===== src/rtl/core/cbpe_pkg.sv =====
package cbpe_pkg;

  // Fixed-point format of the curve parameter and of the products.
  localparam int FRAC_BITS = 16;

  localparam int COORD_W = 32;
  localparam int T_W     = 17;
  localparam int NPTS    = 4;
  localparam int PIDX_W  = 2;
  localparam int NAXES   = 3;
  localparam int COEF_W  = 36;

  // Only the low FRAC_BITS+1 bits of t take part, so t stays below 2.0.
  localparam int TE_W  = (FRAC_BITS + 1 < T_W) ? FRAC_BITS + 1 : T_W;
  localparam int TT_W  = 2 * TE_W - FRAC_BITS;
  localparam int TTT_W = TT_W + TE_W - FRAC_BITS;
  localparam int POW_W = (TTT_W > TT_W) ? ((TTT_W > TE_W) ? TTT_W : TE_W)
                                        : ((TT_W > TE_W) ? TT_W : TE_W);

  // Coefficient times power of t, the shifted term, and the running sum.
  localparam int PROD_W = COEF_W + POW_W + 1;
  localparam int SH_W   = PROD_W - FRAC_BITS;
  localparam int ACC_W  = SH_W + 2;

  localparam logic OP_LOAD   = 1'b0;
  localparam logic OP_SAMPLE = 1'b1;

  localparam logic signed [ACC_W-1:0] SAT_HI =
    {{(ACC_W - COORD_W + 1){1'b0}}, {(COORD_W - 1){1'b1}}};
  localparam logic signed [ACC_W-1:0] SAT_LO =
    {{(ACC_W - COORD_W + 1){1'b1}}, {(COORD_W - 1){1'b0}}};

  // Controls that the sequencer sends to every axis lane.
  typedef struct packed {
    logic              wr_pt;
    logic [PIDX_W-1:0] pidx;
    logic              rebuild;
    logic              step_c;
    logic              step_b;
    logic              step_a;
  } lane_ctl_t;

  // Controls for the shared powers-of-t unit.
  typedef struct packed {
    logic ld_t;
    logic do_tt;
    logic do_ttt;
  } pow_ctl_t;

  function automatic logic signed [COORD_W-1:0] sat_coord(
    input logic signed [ACC_W-1:0] v
  );
    logic signed [COORD_W-1:0] r;
    if (v > SAT_HI) begin
      r = SAT_HI[COORD_W-1:0];
    end else if (v < SAT_LO) begin
      r = SAT_LO[COORD_W-1:0];
    end else begin
      r = v[COORD_W-1:0];
    end
    return r;
  endfunction

endpackage


===== src/rtl/core/cbpe_tpow.sv =====
module cbpe_tpow import cbpe_pkg::*; (
  input  logic             clk,
  input  pow_ctl_t         ctl,
  input  logic [T_W-1:0]   t_in,
  output logic [TE_W-1:0]  t,
  output logic [TT_W-1:0]  tt,
  output logic [TTT_W-1:0] ttt
);

  logic [2*TE_W-1:0]       sq;
  logic [TT_W+TE_W-1:0]    cube;

  assign sq   = (2 * TE_W)'(t) * (2 * TE_W)'(t);
  assign cube = (TT_W + TE_W)'(tt) * (TT_W + TE_W)'(t);

  always_ff @(posedge clk) begin
    if (ctl.ld_t) begin
      t <= t_in[TE_W-1:0];
    end
    if (ctl.do_tt) begin
      tt <= sq[FRAC_BITS +: TT_W];
    end
    if (ctl.do_ttt) begin
      ttt <= cube[FRAC_BITS +: TTT_W];
    end
  end

endmodule


===== config.mk =====
export PLATFORM = sky130hd
export DESIGN_NAME = cbpe_tpow
export DESIGN_NICKNAME = d
export VERILOG_FILES = /design/src/rtl/core/cbpe_pkg.sv /design/src/rtl/core/cbpe_tpow.sv
export SDC_FILE = /design/constraint.sdc
export NUM_CORES = 1
export LEC_CHECK = 0
export BUFFER_PORTS_ARGS = -buffer_cell sky130_fd_sc_hd__buf_4
export CAP_MARGIN = 25
export CORE_MARGIN = 2
export CORE_UTILIZATION = 30
export DETAILED_ROUTE_END_ITERATION = 6
export PLACE_DENSITY = 0.41
export SKIP_CTS_REPAIR_TIMING = 1
export SYNTH_ARGS = -nofsm -noshare
export SYNTH_HDL_FRONTEND = slang
export SYNTH_SLANG_ARGS = --single-unit
export TNS_END_PERCENT = 20

===== constraint.sdc =====
create_clock -name clk -period 7.5 [get_ports clk]
set_clock_uncertainty 0.2 [all_clocks]
set_input_delay 1.125 -clock clk [delete_from_list [all_inputs] [get_ports clk]]
set_output_delay 1.125 -clock clk [all_outputs]
set_load 0.05 [all_outputs]

==> impl_results.md <==
- Status: finished clean
- EDFF count, synth: 54
- 1st-pass router iterations: 5
- Num rows: 92
- Final nets: 2739
- Post-synth ARST share: 0
- Final setup fails: 0
- Final antenna-violating net count: 0
- Worst setup EP type: flip-flop
- Vias in the first global route: 14600
- CP startpoint kind: flip-flop
- Share of the synthesized area in the top cell type: 0.447
- CP max stage cell: edfxtp_1
- Synth top area cells: fa_1, ha_1, inv_1
- CP most frequent cell: fa_1
- Critical Path AT: 7000 ps
- Initial antenna violation count: 1
- Mapped Avg Cell Area: 9.40 um^2
- Routed Wire Length: 49.5 mm
- Storage cell area: 0.00162 mm^2
- Unrepaired setup endpoints after global routing: false
- Cell count after placement: 2913
- Die Y: 256 um
- Max-slew violations: 0
- Slew margin rel.: 0.362
- Initial Utilization: 0.303
- DRC Markers: 0
- Buffers & Inverters on Critical Path: 4
- IO Port Bufs: 74
- Dpl hpwl: 40.7 mm
- Die area: 0.0655 mm^2
- Footprint of the multi-input gates: 0.0151 mm^2
- Die Span X: 256 um
- Fin crit period: 7130 ps
- Fin cells: 2924
- I/O Pins: 75
- Fmax: 0.140 GHz
- Gpl congestion: 0.831
- Slowest Stage Delay on Critical Path: 970 ps
- Max FO, Critical Path: 18
- Ys Warns: 0
- Clock slew seen by the registers of the worst setup and hold paths: 90 ps
- Synth Instances: 2025
- Tot GR Track Use: 0.158
- Worst Tran Pin Value: 957 ps
- Setup TNS: 0 ps
- Netlist Area Pre-Place: 0.0190 mm^2
- Register bit total from synthesis: 54
- Main synth FF type: edfxtp_1
- Gr ovfl total: 0
- Count leader, synth: inv_1
- Share of cells above drive strength 1: 0.0655
- Worst hold path class: in -> reg
- CTS tree: built
- Syn nets: 2688
- First-pass GRT wire length: 81.3 mm
- Core box area: 0.0629 mm^2
- Max-Cap Viols: 0
- Largest net degree at the start of global routing: 26
- Distinct cells, synth: 45
- DR vias/cell: 4.49
- WP data required: 7380 ps
- Worst setup path class: reg -> reg
- Clock sink count: 54
- CTS Buf Count: 5
- Routed wire per std cell: 16.9 um
- Synth top cells by count: inv_1, fa_1, nand2_1
- Period utilization: 0.950
- Clock latency on the worst-skew pair: 330 ps
- Total of fill cells in the finished design: 6675
- Largest delay share family, worst path: adder cells
- Final hold vios: 0
- Maximum clock path buffer count: 2
- H-tree depth: 2
- Crit-path cells: and2_1 -> fa_1 -> inv_1 -> fa_1 -> fa_1 -> inv_1 -> fa_1 -> fa_1 -> inv_1 -> fa_1 -> inv_1 -> ha_1 -> a21oi_1 -> nor2_1 -> o21ai_0 -> o211ai_1 -> a311oi_2 -> nor2_1 -> o41ai_2 -> xnor2_1
- Post-synthesis sequential area ratio: 0.0852
- Area growth from synthesis to layout: 10.0%
- Via count: 13100
- Area leader, netlist: fa_1
- Root Driver: clkbuf_16
- DRT iter0 DRCs: 567
## stage by stage
step | setup slack (ps) | hold slack (ps) | cell area (um^2) | utilization
floorplan | 771 | 1000 | 19000 | -
global placement | 463 | 1110 | 20800 | 0.330
detailed placement | 361 | 1100 | 20800 | 0.330
CTS | 347 | 760 | 20900 | 0.333
global route | 27.6 | 755 | 20900 | 0.333
finish | 375 | 769 | 20900 | 0.333
## worst register-to-register path, cell delays in order (launching register included)
cell      delay (ps)
edfxtp_1         970
and2_1           250
fa_1             410
inv_1             80
fa_1             450
fa_1             570
inv_1             70
fa_1             500
fa_1             490
inv_1             50
fa_1             470
inv_1             40
ha_1             320
a21oi_1          330
nor2_1            90
o21ai_0          430
o211ai_1         330
a311oi_2         400
nor2_1           110
o41ai_2          240
xnor2_1          100
## layer usage
| layer | vias up | routed length, um | GRT usage |
|---|---|---|---|
| met5 | - | 0 | 0 |
| met4 | 0 | 529 | 0.0211 |
| met3 | 30 | 1560 | 0.0151 |
| met2 | 183 | 24600 | 0.273 |
| met1 | 6828 | 22900 | 0.221 |
| li1 | 6077 | - | - |
## kinds of logic (layout without fill, tap and decap cells)
family,after synthesis,in the layout,synth area share
fa+ha+maj,642,642,0.590
buf+inv,615,667,0.121
simple gates,532,532,0.136
flops,54,54,0.0852
mux,1,1,0.000592
compound gates,131,131,0.0446
xor+xnor,50,50,0.0230
other cells,0,1,0
## sequential cells by signal (all words and copies together) (netlist names)
register and cells:
ttt 19, tt 18, t 17
## cell type report
cell class	count	share of cell area
multi-input cells	1356	0.721
inverters	536	0.0961
flip-flops and latches	54	0.0774
well taps	846	0.0506
repair buffers	123	0.0465
clock buffers	5	0.00598
clock inverters	3	0.00203
diodes	1	0.000120
## cell usage in the layout, fill, tap and decap left out, types with 27 or more instances in the layout
master / synthesis / routed
edfxtp_1: 54 / 54
nand2_1: 268 / 268
ha_1: 217 / 217
fa_1: 425 / 425
buf_4: 1 / 119
xnor2_1: 39 / 39
a21oi_1: 43 / 43
and2_1: 185 / 185
nor2_1: 27 / 27
inv_1: 536 / 536
## final timing paths
path,startpoint,end,slack [ps],depth (start not counted)
min,t_in[1],t[1],770,1
min reg2reg,t[16],tt[17],1250,4
max reg2reg,tt[11],ttt[18],370,20
max,tt[11],ttt[18],370,20
Power is left out: the tool's default activity adds up to more than one toggle a clock period on the data nets, which glitch-free logic cannot reach.
