--- config.mk ---
export PLATFORM = sky130hd
export DESIGN_NAME = cbpe_lane
export DESIGN_NICKNAME = d
export VERILOG_FILES = /design/src/rtl/core/cbpe_pkg.sv /design/src/rtl/core/cbpe_lane.sv
export SDC_FILE = /design/constraint.sdc
export NUM_CORES = 2
export LEC_CHECK = 0
export BUFFER_PORTS_ARGS = -buffer_cell sky130_fd_sc_hd__buf_2
export CORE_MARGIN = 2
export CORE_UTILIZATION = 55
export CTS_CLUSTER_DIAMETER = 50
export DETAILED_ROUTE_END_ITERATION = 8
export GPL_TIMING_DRIVEN = 0
export HOLD_SLACK_MARGIN = 0.03
export PLACE_DENSITY_LB_ADDON = 0.3
export SETUP_SLACK_MARGIN = 0.4
export SKIP_LAST_GASP = 1
export SLEW_MARGIN = 20
export SYNTH_ARGS = -nofsm -noshare
export SYNTH_HDL_FRONTEND = slang
export SYNTH_SLANG_ARGS = --single-unit
--- constraint.sdc ---
create_clock -name clk -period 22.6 [get_ports clk]
set_input_delay 2.26 -clock clk [delete_from_list [all_inputs] [get_ports clk]]
set_output_delay 2.26 -clock clk [all_outputs]
set_load 0.01 [all_outputs]
--- src/rtl/core/cbpe_pkg.sv ---
package cbpe_pkg;

  // Fixed-point format of the curve parameter and of the products.
  localparam int FRAC_BITS = 16;

  localparam int COORD_W = 32;
  localparam int T_W     = 17;
  localparam int NPTS    = 4;
  localparam int PIDX_W  = 2;
  localparam int NAXES   = 3;
  localparam int COEF_W  = 36;

  // Only the low FRAC_BITS+1 bits of t take part, so t stays below 2.0.
  localparam int TE_W  = (FRAC_BITS + 1 < T_W) ? FRAC_BITS + 1 : T_W;
  localparam int TT_W  = 2 * TE_W - FRAC_BITS;
  localparam int TTT_W = TT_W + TE_W - FRAC_BITS;
  localparam int POW_W = (TTT_W > TT_W) ? ((TTT_W > TE_W) ? TTT_W : TE_W)
                                        : ((TT_W > TE_W) ? TT_W : TE_W);

  // Coefficient times power of t, the shifted term, and the running sum.
  localparam int PROD_W = COEF_W + POW_W + 1;
  localparam int SH_W   = PROD_W - FRAC_BITS;
  localparam int ACC_W  = SH_W + 2;

  localparam logic OP_LOAD   = 1'b0;
  localparam logic OP_SAMPLE = 1'b1;

  localparam logic signed [ACC_W-1:0] SAT_HI =
    {{(ACC_W - COORD_W + 1){1'b0}}, {(COORD_W - 1){1'b1}}};
  localparam logic signed [ACC_W-1:0] SAT_LO =
    {{(ACC_W - COORD_W + 1){1'b1}}, {(COORD_W - 1){1'b0}}};

  // Controls that the sequencer sends to every axis lane.
  typedef struct packed {
    logic              wr_pt;
    logic [PIDX_W-1:0] pidx;
    logic              rebuild;
    logic              step_c;
    logic              step_b;
    logic              step_a;
  } lane_ctl_t;

  // Controls for the shared powers-of-t unit.
  typedef struct packed {
    logic ld_t;
    logic do_tt;
    logic do_ttt;
  } pow_ctl_t;

  function automatic logic signed [COORD_W-1:0] sat_coord(
    input logic signed [ACC_W-1:0] v
  );
    logic signed [COORD_W-1:0] r;
    if (v > SAT_HI) begin
      r = SAT_HI[COORD_W-1:0];
    end else if (v < SAT_LO) begin
      r = SAT_LO[COORD_W-1:0];
    end else begin
      r = v[COORD_W-1:0];
    end
    return r;
  endfunction

endpackage

--- src/rtl/core/cbpe_lane.sv ---
module cbpe_lane import cbpe_pkg::*; (
  input  logic                      clk,
  input  logic                      rst,
  input  lane_ctl_t                 ctl,
  input  logic signed [COORD_W-1:0] p_in,
  input  logic [TE_W-1:0]           t,
  input  logic [TT_W-1:0]           tt,
  input  logic [TTT_W-1:0]          ttt,
  output logic signed [ACC_W-1:0]   sum
);

  logic signed [COORD_W-1:0] pts [NPTS];
  logic signed [COEF_W-1:0]  coef_d, coef_c, coef_b, coef_a;
  logic signed [COEF_W-1:0]  e0, e1, e2, e3, d1, d2;
  logic signed [COEF_W-1:0]  c_next, b_next, a_next;
  logic signed [COEF_W-1:0]  m_coef;
  logic [POW_W-1:0]          m_pow;
  logic signed [PROD_W-1:0]  prod, prod_next;
  logic signed [SH_W-1:0]    sh;
  logic signed [ACC_W-1:0]   sh_ext, acc;

  // Power-basis coefficients from the four control points of this axis.
  assign e0     = COEF_W'(pts[0]);
  assign e1     = COEF_W'(pts[1]);
  assign e2     = COEF_W'(pts[2]);
  assign e3     = COEF_W'(pts[3]);
  assign d1     = e1 - e0;
  assign d2     = e2 - e1;
  assign c_next = d1 + (d1 <<< 1);
  assign b_next = d2 + (d2 <<< 1) - c_next;
  assign a_next = e3 - e0 - c_next - b_next;

  // One multiplier per lane, used for c*t, then b*t^2, then a*t^3.
  always_comb begin
    m_coef = '0;
    m_pow  = '0;
    if (ctl.step_c) begin
      m_coef = coef_c;
      m_pow  = POW_W'(t);
    end else if (ctl.step_b) begin
      m_coef = coef_b;
      m_pow  = POW_W'(tt);
    end else if (ctl.step_a) begin
      m_coef = coef_a;
      m_pow  = POW_W'(ttt);
    end
  end

  assign prod_next = PROD_W'(m_coef) * PROD_W'($signed({1'b0, m_pow}));
  assign sh        = SH_W'(prod >>> FRAC_BITS);
  assign sh_ext    = ACC_W'(sh);
  assign sum       = acc + sh_ext;

  always_ff @(posedge clk) begin
    if (rst) begin
      for (int i = 0; i < NPTS; i++) begin
        pts[i] <= '0;
      end
      coef_d <= '0;
      coef_c <= '0;
      coef_b <= '0;
      coef_a <= '0;
    end else begin
      if (ctl.wr_pt) begin
        pts[ctl.pidx] <= p_in;
      end
      if (ctl.rebuild) begin
        coef_d <= e0;
        coef_c <= c_next;
        coef_b <= b_next;
        coef_a <= a_next;
      end
    end
  end

  always_ff @(posedge clk) begin
    if (ctl.step_c || ctl.step_b || ctl.step_a) begin
      prod <= prod_next;
    end
    if (ctl.step_b) begin
      acc <= ACC_W'(coef_d) + sh_ext;
    end else if (ctl.step_a) begin
      acc <= acc + sh_ext;
    end
  end

endmodule

==> results.toml <==
[global_route]
met1_usage = 0.515
grt_max_degree = 43
track_usage = 0.374
grt_pass1_vias = 41800
grt_pass1_wl_um = 267000
met3_usage = 0.118
grt_busiest_layer = "met2"
grt_overflow = 0
grt_util_met2 = 0.562
antenna_found_initial = 13

[flow_run]
drv_cap = 0

[floorplanning]
fp-row-count = 112
die-height_um = 311
start_util = 0.555
io_pins = 137
fp.dieArea_um2 = 96500
die_x_um = 311
core-area_um2 = 93200

[hold_path]
hold_path_class = "register to register"
hp-start = "coef_a[34]$_SDFFE_PP0P_"

[final_layout]
synthToLayoutAreaGrowth_pct = 7.61
drive_above_1_share = 0.0597
final_area_um2 = 55600
num-nets-final = 7137

[routing]
wl_per_cell_um = 25.2
ant_nets = 0
initialDrtViolationCount = 3987
vias_per_cell = 5.87
drc = 0
wirelength_um = 181000
vias = 42100
dr.pass1.iters = 6

[clock_network]
cts_root_buf = "clkbuf_16"
clk_latency_ns = 0.56
clkTransAtPathRegs_ns = 0.06
postCtsSetupBuffers = 0
cts.sinks = 349
cts_resized = 0
htree_levels = 2
numCtsBuffers = 40
cts_buffer_depth = 3
cts_tree = "yes"
ctsHoldBuffers = 0

[placement]
port_buffers = 134
placed_area_um2 = 54300
place.gp.congestion = 1.09
dp_hpwl_um = 155000

[critical_path]
path_class = "input pin to register"
startpoint = "ctl[1]"
r2r-end = "coef_a[35]$_SDFFE_PP0P_"
crit_slowest_cell = "a2111oi_0"
start_kind = "input pin"
r2r_slack_ns = 11.62
cp-end-kind = "register"
worstPathMaxFanout = 10
required_ns = 22.88
reg2regPathDepth = 37
critPathMaxStageDelay_ns = 0.91
worstPathArrival_ns = 13.53
cp-endpoint = "prod[32]$_DFFE_PP_"
timing.rr.start = "pts[0][0]$_SDFFCE_PN0P_"
cpMostUsedCell = "fa_1"

[yosys]
ys_ff_latch = 349
syn_nets = 6945
syn_area_um2 = 51700
synth.distinct_cells = 100
synthArstFlopShare = 0
seq_area_frac_synth = 0.176
yosys_most_used_dff = "edfxtp_1"
synth_area_per_cell_um2 = 9.09
ys_warn_count = 0
synth_edf_count = 210
syn_inst = 5689

[timing]
min_period_over_period = 0.586
slew_headroom = 0.226
hold_viol_final = 0
fmax_mhz = 75.5
setup_viol = 0
setup_tns_ns = 0
worstMarginPinSlew_ns = 1.15
maxSlewViolCount = 0
clock_skew_ns = 0.0230
rsz0062_at_grt = "false"
min_period_ns = 13.25

[outcome]
status = "finished clean"
cells in the mapped netlist (48+ instances only):
cell / number / area share
ha_1: 393 / 0.095
edfxtp_1: 210 / 0.12
and2_1: 201 / 0.024
a31oi_1: 53 / 0.0064
mux2i_1: 114 / 0.022
nand3_1: 51 / 0.0049
nor2_1: 479 / 0.035
o21ai_0: 143 / 0.014
a21o_1: 206 / 0.030
fa_1: 768 / 0.30
dfxtp_1: 139 / 0.054
clkbuf_1: 182 / 0.013
xor2_1: 87 / 0.015
nor3_1: 48 / 0.0046
inv_1: 938 / 0.068
nand2_1: 590 / 0.043
a21oi_1: 280 / 0.027
nand2b_1: 52 / 0.0063
xnor2_1: 183 / 0.031
state kept, by name, indices dropped and copies added, names as in the netlist:
name    flops
coef_d     32
acc        42
coef_b     36
pts       128
coef_c     35
prod       40
coef_a     36
metal layers:
| layer | share of wire | routed length [um] | up-vias |
|---|---|---|---|
| li1 | - | - | 18900 |
| met1 | 0.42 | 75300 | 20900 |
| met2 | 0.43 | 77400 | 1915 |
| met3 | 0.12 | 20800 | 345 |
| met4 | 0.040 | 7160 | 14 |
| met5 | 0.00053 | 95 | - |
final cells by class:
cell class | instances | area [um^2]
buffer | 203 | 779
clock inverter | 20 | 160
tap | 1254 | 1570
multi-input combinational | 4199 | 38500
sequential | 349 | 9090
inverter | 938 | 3520
fill | 8299 | 37500
timing repair buffer | 150 | 916
clock buffer | 52 | 1130
antenna | 2 | 5.00
metrics by stage:
stage / instances / setup WS (ns) / hold slack [ns] / utilization
6_report: 7167 / 9.35 / 0.461 / 0.597
5_1_grt: 7165 / 9.20 / 0.506 / 0.597
4_1_cts: 7165 / 9.78 / 0.460 / 0.597
3_5_place_dp: 7093 / 9.21 / 0.448 / 0.583
3_3_place_gp: 7077 / 8.25 / 0.442 / 0.579
2_1_floorplan: 5689 / 12.41 / 0.425 / -
cells by family after synthesis:
kind of cell	synth area share
buffers and inverters	0.0831
multiplexers	0.0285
AND/OR/NAND/NOR	0.143
adder cells (fa/ha/maj)	0.393
AO/OA/AOI/OAI	0.130
XOR/XNOR	0.0476
flip-flops	0.176
worst min-delay path by stage:
stage	cells after the start	end	slack (ns)
finish	2	coef_a[34]$_SDFFE_PP0P_	0.46
global route	2	coef_a[34]$_SDFFE_PP0P_	0.51
CTS	2	coef_a[34]$_SDFFE_PP0P_	0.46
detailed placement	2	coef_a[34]$_SDFFE_PP0P_	0.45
global placement	2	coef_a[34]$_SDFFE_PP0P_	0.44
floorplan	2	coef_a[34]$_SDFFE_PP0P_	0.43
cell usage in the layout (no fill, tap or decap), types with 28 or more instances in the layout:
cell type	synthesis	final
inv_1	938	938
xnor2_1	183	183
nor2_1	479	477
o21ai_0	143	141
edfxtp_1	210	210
dfxtp_1	139	139
nand3_1	51	51
buf_2	4	139
mux2i_1	114	112
nand4_1	36	36
clkbuf_16	0	42
nand2b_1	52	52
and2_1	201	201
o21a_1	45	45
nand2_1	590	589
a21o_1	206	206
a21oi_1	280	272
nor2b_1	44	44
o21bai_1	33	33
nor3_1	48	47
ha_1	393	393
fa_1	768	768
mux2_2	28	28
a211oi_1	36	36
a31oi_1	53	53
xor2_1	87	87
clkbuf_1	182	184
critical path, delay by kind of cell:
family / cells / cell delay, ns
compound gates: 6 / 2.90
xor+xnor: 1 / 0.52
fa+ha+maj: 8 / 3.47
buf+inv: 10 / 2.99
simple gates: 6 / 1.34
Power is not shown: default switching activity piles up to over one toggle a cycle in this logic, so the estimate is an artifact.
